--- config.mk ---
export PLATFORM = sky130hd
export DESIGN_NAME = modified_utf8_string_decoder_unit
export DESIGN_NICKNAME = d
export VERILOG_FILES = /design/src/hw/rtl/mu8d_pkg.sv /design/src/hw/rtl/mu8d_decode.sv /design/src/hw/rtl/modified_utf8_string_decoder_unit.sv
export SDC_FILE = /design/constraint.sdc
export NUM_CORES = 1
export LEC_CHECK = 0
export BUFFER_PORTS_ARGS = -buffer_cell sky130_fd_sc_hd__buf_2
export CORE_MARGIN = 1.5
export CORE_UTILIZATION = 55
export CTS_CLUSTER_DIAMETER = 60
export DETAILED_ROUTE_END_ITERATION = 10
export PLACE_DENSITY = 0.76
export SLEW_MARGIN = 40
export SYNTH_ARGS = -nofsm -noshare
export SYNTH_HDL_FRONTEND = slang
export SYNTH_SLANG_ARGS = --single-unit
export TNS_END_PERCENT = 1
--- constraint.sdc ---
create_clock -name clk -period 4.6 [get_ports clk]
set_input_delay 0.69 -clock clk [delete_from_list [all_inputs] [get_ports clk]]
set_output_delay 0.69 -clock clk [all_outputs]
set_load 0.01 [all_outputs]
--- src/hw/rtl/mu8d_pkg.sv ---
// ----------------------------------------------------------------------------
// mu8d_pkg
// Types and constants of the modified UTF-8 string decoder.
// ----------------------------------------------------------------------------
package mu8d_pkg;

  localparam int LENGTH_BITS = 16;  // 8 .. 16

  localparam logic [7:0] LEAD2_MASK = 8'hE0;
  localparam logic [7:0] LEAD2_CODE = 8'hC0;
  localparam logic [7:0] LEAD3_MASK = 8'hF0;
  localparam logic [7:0] LEAD3_CODE = 8'hE0;
  localparam logic [7:0] CONT_MASK  = 8'hC0;
  localparam logic [7:0] CONT_CODE  = 8'h80;

  typedef enum logic [1:0] {
    PH_HIGH = 2'd0,
    PH_LOW  = 2'd1,
    PH_BODY = 2'd2
  } phase_t;

  typedef struct packed {
    phase_t                 phase;
    logic [7:0]             len_hi;
    logic [LENGTH_BITS-1:0] len;
    logic [LENGTH_BITS-1:0] taken;
    logic [11:0]            partial;
    logic [1:0]             pend;
    logic                   err;
  } mu8d_state_t;

  typedef struct packed {
    logic        emit;
    logic        unit_valid;
    logic [15:0] code_unit;
    logic        last;
    logic        bad;
  } mu8d_result_t;

endpackage

--- src/hw/rtl/mu8d_decode.sv ---
// ----------------------------------------------------------------------------
// mu8d_decode
// Next-state and result logic for one stream byte: header length capture,
// modified UTF-8 sequence assembly, error tracking and record end.
// ----------------------------------------------------------------------------
module mu8d_decode
  import mu8d_pkg::*;
(
  input  mu8d_state_t  state_i,
  input  logic [7:0]   byte_i,
  output mu8d_state_t  state_o,
  output mu8d_result_t res_o
);

  always_comb begin
    logic [LENGTH_BITS-1:0] taken_inc;
    logic [LENGTH_BITS-1:0] rem;
    logic [LENGTH_BITS-1:0] hdr_len;
    logic                   last;
    logic                   valid;
    logic [15:0]            unit;
    logic                   err;

    taken_inc = state_i.taken + 1'b1;
    rem       = (state_i.len >= taken_inc) ? (state_i.len - taken_inc) : '0;
    hdr_len   = LENGTH_BITS'({state_i.len_hi, byte_i});
    last      = (taken_inc >= state_i.len);
    valid     = 1'b0;
    unit      = '0;
    err       = state_i.err;
    state_o   = state_i;
    res_o     = '0;

    unique case (state_i.phase)
      PH_LOW: begin
        state_o.len     = hdr_len;
        state_o.taken   = '0;
        state_o.partial = '0;
        state_o.pend    = '0;
        state_o.err     = 1'b0;
        if (hdr_len == '0) begin
          // empty record ends on its low length byte
          state_o.phase = PH_HIGH;
          res_o.emit    = 1'b1;
          res_o.last    = 1'b1;
        end else begin
          state_o.phase = PH_BODY;
        end
      end
      PH_BODY: begin
        state_o.taken = taken_inc;
        if (!state_i.err) begin
          if (state_i.pend == 2'd0) begin
            if (!byte_i[7]) begin
              valid = 1'b1;
              unit  = {8'h00, byte_i};
            end else if ((byte_i & LEAD2_MASK) == LEAD2_CODE) begin
              if (rem == '0) begin
                err = 1'b1;
              end else begin
                state_o.partial = {7'd0, byte_i[4:0]};
                state_o.pend    = 2'd1;
              end
            end else if ((byte_i & LEAD3_MASK) == LEAD3_CODE) begin
              if (rem <= LENGTH_BITS'(1)) begin
                err = 1'b1;
              end else begin
                state_o.partial = {8'd0, byte_i[3:0]};
                state_o.pend    = 2'd2;
              end
            end else begin
              err = 1'b1;  // stray continuation or 0xF0..0xFF lead
            end
          end else if ((byte_i & CONT_MASK) != CONT_CODE) begin
            err             = 1'b1;
            state_o.pend    = 2'd0;
            state_o.partial = '0;
          end else if (state_i.pend == 2'd1) begin
            valid           = 1'b1;
            unit            = {state_i.partial[9:0], byte_i[5:0]};
            state_o.pend    = 2'd0;
            state_o.partial = '0;
          end else begin
            state_o.partial = {state_i.partial[5:0], byte_i[5:0]};
            state_o.pend    = 2'd1;
          end
        end
        state_o.err = err;
        if (err) begin
          valid = 1'b0;
        end
        res_o.unit_valid = valid;
        res_o.code_unit  = valid ? unit : 16'h0000;
        if (last) begin
          state_o.phase   = PH_HIGH;
          state_o.len     = '0;
          state_o.taken   = '0;
          state_o.partial = '0;
          state_o.pend    = '0;
          state_o.err     = 1'b0;
          res_o.emit      = 1'b1;
          res_o.last      = 1'b1;
          res_o.bad       = err;
        end else begin
          res_o.emit = valid;
        end
      end
      default: begin
        // high length byte; the unused phase code lands here too
        state_o.len_hi = byte_i;
        state_o.phase  = PH_LOW;
      end
    endcase
  end

endmodule

--- src/hw/rtl/modified_utf8_string_decoder_unit.sv ---
// ----------------------------------------------------------------------------
// modified_utf8_string_decoder_unit
// Streaming decoder of length-prefixed modified UTF-8 strings into 16-bit
// code units, one byte per item.
//
//   channel  dir  tdata                  tuser                      tlast
//   in_      in   [7:0] data_byte        -                          -
//   out_     out  [15:0] code_unit       [0] unit_valid, [1] bad    last
//
// One byte per cycle sustained while the output is not stalled; each byte passes
// through the input register, then the result register.
// Bytes that finish no unit and end no record give no output item.
// Reset (rst_n low, synchronous) returns to the expect-high-length state.
// A stalled output holds its item; the input register keeps accepting
// while the result register is free or being drained in the same cycle.
// ----------------------------------------------------------------------------
module modified_utf8_string_decoder_unit
  import mu8d_pkg::*;
(
  input  logic        clk,
  input  logic        rst_n,
  input  logic        in_tvalid,
  output logic        in_tready,
  input  logic [7:0]  in_tdata,   // [7:0] data_byte
  output logic        out_tvalid,
  input  logic        out_tready,
  output logic [15:0] out_tdata,  // [15:0] code_unit
  output logic [1:0]  out_tuser,  // [0] unit_valid, [1] bad
  output logic        out_tlast
);

  mu8d_state_t  st_r;
  mu8d_state_t  st_nxt;
  mu8d_result_t res;

  logic        s1_valid_r;
  logic [7:0]  s1_byte_r;
  logic        out_valid_r;
  logic [15:0] out_unit_r;
  logic [1:0]  out_user_r;
  logic        out_last_r;

  logic out_free;
  logic s1_adv;

  assign out_free  = !out_valid_r || out_tready;
  assign s1_adv    = s1_valid_r && out_free;
  assign in_tready = !s1_valid_r || s1_adv;

  mu8d_decode u_decode (
    .state_i (st_r),
    .byte_i  (s1_byte_r),
    .state_o (st_nxt),
    .res_o   (res)
  );

  always_ff @(posedge clk) begin
    if (!rst_n) begin
      st_r        <= '{phase: PH_HIGH, default: '0};
      s1_valid_r  <= 1'b0;
      out_valid_r <= 1'b0;
    end else begin
      if (in_tready) begin
        s1_valid_r <= in_tvalid;
      end
      if (s1_adv) begin
        st_r        <= st_nxt;
        out_valid_r <= res.emit;
      end else if (out_tready) begin
        out_valid_r <= 1'b0;
      end
    end
    if (in_tready && in_tvalid) begin
      s1_byte_r <= in_tdata;
    end
    if (s1_adv) begin
      out_unit_r <= res.code_unit;
      out_user_r <= {res.bad, res.unit_valid};
      out_last_r <= res.last;
    end
  end

  assign out_tvalid = out_valid_r;
  assign out_tdata  = out_unit_r;
  assign out_tuser  = out_user_r;
  assign out_tlast  = out_last_r;

endmodule

Word-level counts from Yosys, hierarchy flattened
Cells that the tools add are included.
{"block": "word_totals", "reg_bits": 84, "in_bits": 12, "output_inout_bits": 21, "wordCells": 95}
{"block": "op_classes", "add_sub_neg": 2, "n_lt_le_gt_ge": 3, "n_eq_ne": 12, "n_mux": 42, "bitwise_logic": 3, "n_reduce_logical": 19}
{"operator": "2-to-1 mux 14 bit", "n": 9}
{"operator": "one-hot mux 47 bit (2 select lines)", "n": 1}
{"operator": "2-to-1 mux 16 bit", "n": 4}
{"operator": "2-to-1 mux 47 bit", "n": 1}
{"operator": ">= comparator 16 bit", "n": 2}
{"operator": "zero test 16 bit", "n": 2}
{"operator": "2-to-1 mux 1 bit", "n": 20}
{"operator": "adder 16 x 1 -> 16 bit, second input constant", "n": 1}
{"operator": "less-or-equal comparator 16 x 1 -> 1 bit, second input constant", "n": 1}
{"operator": "subtractor 16 bit", "n": 1}
{"operator": "inequality test 5 x 4 -> 1 bit, second input constant", "n": 3}
{"operator": "AND reduction 2 bit", "n": 4}
{"operator": "2-to-1 mux 7 bit", "n": 1}
{"operator": "AND reduction 7 bit", "n": 1}
{"operator": "2-to-1 mux 2 bit", "n": 3}
{"operator": "== test 2 x 1 -> 1 bit, second input constant", "n": 2}
{"operator": "== test 4 bit, second input constant", "n": 1}
{"operator": "inequality test 4 x 3 -> 1 bit, second input constant", "n": 1}
{"operator": "one-hot mux 1 bit (2 select lines)", "n": 2}
{"operator": "one-hot mux 2 bit (2 select lines)", "n": 1}
{"operator": "nonzero test 2 bit", "n": 2}
{"operator": "== test 3 bit, second input constant", "n": 1}
{"operator": "inequality test 3 x 2 -> 1 bit, second input constant", "n": 1}
{"operator": "inverter 1 bit", "n": 3}
{"operator": "other kinds (10)", "n": 13}

Logic depth before layout (Yosys ltp)
{"block": "depth", "word_depth": 16, "mapped_depth": 20, "depth_no_buf": 18}

By module
Synthesis repeated with hierarchy kept, for this count alone.
{"block": "unflattened", "hier_cells": 675, "area_unflattened_um2": 5740.5}
{"mod": "modified_utf8_string_decoder_unit", "instances": 1, "cells_per_inst": 285, "area_each_um2": 3178.0, "seq_area_each_um2": 1991.9}
{"mod": "mu8d_decode", "instances": 1, "cells_per_inst": 390, "area_each_um2": 2562.5, "seq_area_each_um2": 0.0}

Worst setup path before layout
Ideal clock, no wire load.
{"block": "synth_path", "kind": "register to register", "start": "register st_r[15] (netlist name)", "end": "register st_r[3] (netlist name)", "t_arrival_ns": 4.294, "required_ns": 4.521, "path_slack_ns": 0.227, "stages_incl_launch_ff": 19, "path_buffers": 1, "path_cell_list": "dfxtp_1 ha_1 and3_1 and3_1 and3_1 and3_1 and3_1 nand3_1 xor2_1 ha_1 buf_4 and4_4 nand3_2 or3_4 a21o_1 or3b_4 o21ai_4 or4b_1 o211ai_1"}
{"block": "synth_between", "elab_chain_len": 6, "word_cells_on_any_way": 15}
{"item": "from (decl)", "line_no": "modified_utf8_string_decoder_unit.sv:32", "rtl": "mu8d_state_t st_r;"}
{"item": "from (signal assigned)", "line_no": "modified_utf8_string_decoder_unit.sv:67", "rtl": "st_r <= st_nxt;"}
{"item": "adder 16 x 1 -> 16 bit *", "line_no": "mu8d_decode.sv:24", "rtl": "taken_inc = state_i.taken + 1'b1;"}
{"item": "subtractor 16 bit / >= comparator 16 bit (equally long branches)", "line_no": "mu8d_decode.sv:25", "rtl": "rem = (state_i.len >= taken_inc) ? (state_i.len - taken_inc) : '0;"}
{"item": "2-to-1 mux 16 bit", "line_no": "mu8d_decode.sv:25"}
{"item": "less-or-equal comparator 16 x 1 -> 1 bit / zero test 16 bit (equally long branches)", "line_no": "mu8d_decode.sv:65, mu8d_decode.sv:58"}
{"item": "inequality test 5 x 4 -> 1 bit (no line)"}
{"item": "AND reduction 7 bit (no line)"}
Every way passes the cells marked *; elsewhere a longest branch is shown, timed or not. The select of a mux whose other input is x is not followed.
A chain may end at the register's enable or synchronous reset.

Final worst setup path
{"block": "layout_path", "start": "register st_r[16] (netlist name)", "end": "register st_r[6] (netlist name)"}
Same word-level chain as after synthesis.

==> impl_metrics.ini <==
[global_routing]
grtUsageMet1_pct = 34.2
grt_pass1_vias = 4080
grtUsageTotal_pct = 25.0
grt_pass1_wl_um = 19400
busiest_layer = met2
grt_use_met3_pct = 5.01
grt_remaining_overflow = 0
grt_start_max_net_pins = 65
met2_usage_pct = 39.6
grt_antenna_before_repair = 0

[yosys]
synthFlopType = dfxtp_1
synth_seq_cells = 84
yosys-top-cells-area = dfxtp_1, edfxtp_1, nand2_1, ha_1, nand3_1
syn-num-nets = 589
yosysWarnings = 0
ys_types = 77
yosysSeqAreaShare_pct = 39.2
synth_area_leader_cell = dfxtp_1
synth-edff-count = 27
synth_cells = 557
synth_top_area_share_pct = 22.9
synth_area_um2 = 4980
async_flop_share_pct = 0
avgSynthCellArea_um2 = 8.94

[timing]
hold_ws_ns = 0.477
finalSetupViolCount = 0
tns_ns = 0
fin_worst_skew_ns = 0.0126
relSlewSlack_pct = 52.4
fmax_ghz = 0.225
worst_pin_slew_ns = 0.708
fin_crit_ns = 4.44
hold_viol = 0
timing.final.crit_share_pct = 96.6
finalMaxSlewViolations = 0

[routing]
first_iter_violations = 358
drt-total-wl_um = 11800
drt-pass1-iter-count = 6
vias = 4295
drtAntennaViolNets = 0
vias_per_cell = 6.14
wl_per_cell_um = 16.8
detail_route.drc_violations = 0

[placement]
post_dp_cell_area_um2 = 5250
gp_congestion = 0.956
port_buffers = 32
hpwl_um = 8530

[setup_path]
crit_path_start_kind = register
crit_family = simple AND/OR/NAND/NOR gates
slowest_delay_ns = 0.46
endpoint_kind = register
slowest_stage = or4b_1
r2r_cells = 17
worst-path-stages = 17
critPathArrivalTime_ns = 4.74
path_class = register to register
path_cells = ha_2, and3_2, and3_4, and3_4, and3_4, and3_4, nand3_1, xor2_2, ha_1, and4_4, nand3_2, or3_4, a21o_1, or3b_4, o21ai_4, or4b_1, o211ai_1
worstPathRequired_ns = 4.90
cp_max_fo = 5
path_buf_inv = 0
cp_common_cell = and3_4

[clocking]
clkSinkCount = 84
clk_pin_slew_ns = 0.10
tritoncts = yes
ctsHoldBuffers = 0
clock_tree.htree_level_count = 3
clk_latency_ns = 0.37
clk_path_buf_depth = 2
cts_root_buf = clkbuf_8
numCtsBuffers = 9

[finish]
final_util_pct = 62.5
area_growth_pct = 10.1
final_cell_mix = nand2_1, dfxtp_1, buf_2, nand3_1, edfxtp_1
mostFrequentLayoutCell = nand2_1
final_area_um2 = 5480
multi_input_area_um2 = 2890
diodes = 0
layout-drive-gt1-share_pct = 15.4
n_fill_cell = 730
nets = 619
regArea_um2 = 1950

[power]
power.switching_mw = 0.389
p_per_area_nw_per_um2 = 261
clkPwrFrac_pct = 34.9
peakVddDrop_v = 0.000161
internal_power_mw = 1.04
p_leak_nw = 2.07
netSwitchingFraction_pct = 27.1
combPwrFrac_pct = 9.5
p_seq_share_pct = 55.5

[flow_run]
max_cap_violations = 0

[die]
die_x_um = 98.1
die-area_um2 = 9630
core.rowCount = 34
io_pins = 33
initial_utilization_pct = 56.8
fp.coreArea_um2 = 8760
dieHeight_um = 98.1

[hold_path]
hp-class = register to register
min_path_cells = 2

[run_status]
status = complete, no violations
-- cells in the mapped netlist, types with 3 or more instances --
master and count:
a211oi_1 3, a21boi_0 18, a21boi_1 10, a21o_1 6, a21oi_1 22, a2bb2oi_1 5, a31oi_1 6, and2_1 22
and3_1 13, buf_2 6, clkbuf_1 16, dfxtp_1 57, edfxtp_1 27, ha_1 19, inv_1 19, mux2i_1 10
nand2_1 74, nand2b_1 4, nand3_1 29, nand3b_1 9, nand4_1 4, nor2_1 21, nor2b_1 19, nor3_1 10
nor4_1 8, o211a_1 3, o211ai_1 7, o21ai_0 23, o21ai_1 8, or2_1 3, or2_2 3, or4b_1 4
xnor2_1 13, xor2_1 4
-- final cells by class --
cell class / instances / share of cell area [%]
clock inverters: 6 / 1.00
clock buffers: 10 / 2.33
inverters: 19 / 1.30
multi-input cells: 430 / 52.8
well taps: 108 / 2.47
flip-flops and latches: 84 / 35.6
repair buffers: 43 / 4.47
-- worst paths after layout --
check / startpoint / endpoint / slack, ns
setup / recovery: st_r[16] / st_r[6] / 0.16
hold / removal: st_r[31] / st_r[31] / 0.48
setup reg to reg: st_r[16] / st_r[6] / 0.16
hold reg to reg: st_r[31] / st_r[31] / 0.48
-- layer usage --
layer	routed length [um]	part of all wire, %	vias to the layer above
met3	775	6.6	28
li1	-	-	2093
met5	0	0	-
met2	5380	46	151
met1	5320	45	2023
met4	293	2.5	0
-- power by group through the flow --
stage	Clock, mW	Combinational [mW]	Sequential, mW
finish	0.500	0.136	0.795
global route	0.538	0.150	0.797
CTS	0.509	0.135	0.795
detailed placement	0	0.134	0.812
global placement	0	0.132	0.811
floorplan	0	0.100	0.808
-- stage by stage --
stage | instances | worst slack (ns) | total power [mW]
after CTS | 699 | 0.0275 | 1.44
after global placement | 683 | 0.108 | 0.943
after floorplan | 557 | 0.227 | 0.908
after global routing | 700 | -0.0419 | 1.49
after detailed placement | 683 | 0.00678 | 0.947
final | 700 | 0.157 | 1.43
-- what timing repair did --
action | in CTS | in global routing
buffers inserted | 0 | 1
setup endpoints to repair | 4 | 31
resized for setup | 1 | 8
cloned | 0 | 0
hold endpoints to repair | 0 | 0
pin swaps | 0 | 3
-- sequential cells by signal (all words and copies together) (netlist names) --
register / count
st_r: 55
s1_byte_r: 8
s1_valid_r: 1
out_tdata: 16
out_tuser: 2
out_tlast: 1
out_tvalid: 1
-- cell families (layout without fill, tap and decap cells) --
| kind of cell | after synthesis | in the layout | synth area share, % |
|---|---|---|---|
| xor gates and xnor gates | 17 | 17 | 2.99 |
| AOI/OAI and AO/OA | 144 | 144 | 21.0 |
| adders and majority gates | 20 | 20 | 5.18 |
| buffers and inverters | 43 | 78 | 3.54 |
| and+or+nand+nor | 238 | 238 | 25.8 |
| muxes | 11 | 11 | 2.24 |
| DFF | 84 | 84 | 39.2 |
-- worst register-to-register path: stages, from the launching register on --
cell and delay (ns):
dfxtp_1 0.38, ha_2 0.22, and3_2 0.23, and3_4 0.22
and3_4 0.21, and3_4 0.21, and3_4 0.21, nand3_1 0.11
xor2_2 0.18, ha_1 0.31, and4_4 0.23, nand3_2 0.08
or3_4 0.41, a21o_1 0.24, or3b_4 0.41, o21ai_4 0.19
or4b_1 0.46, o211ai_1 0.10
Power figures use the tool's default switching activity.
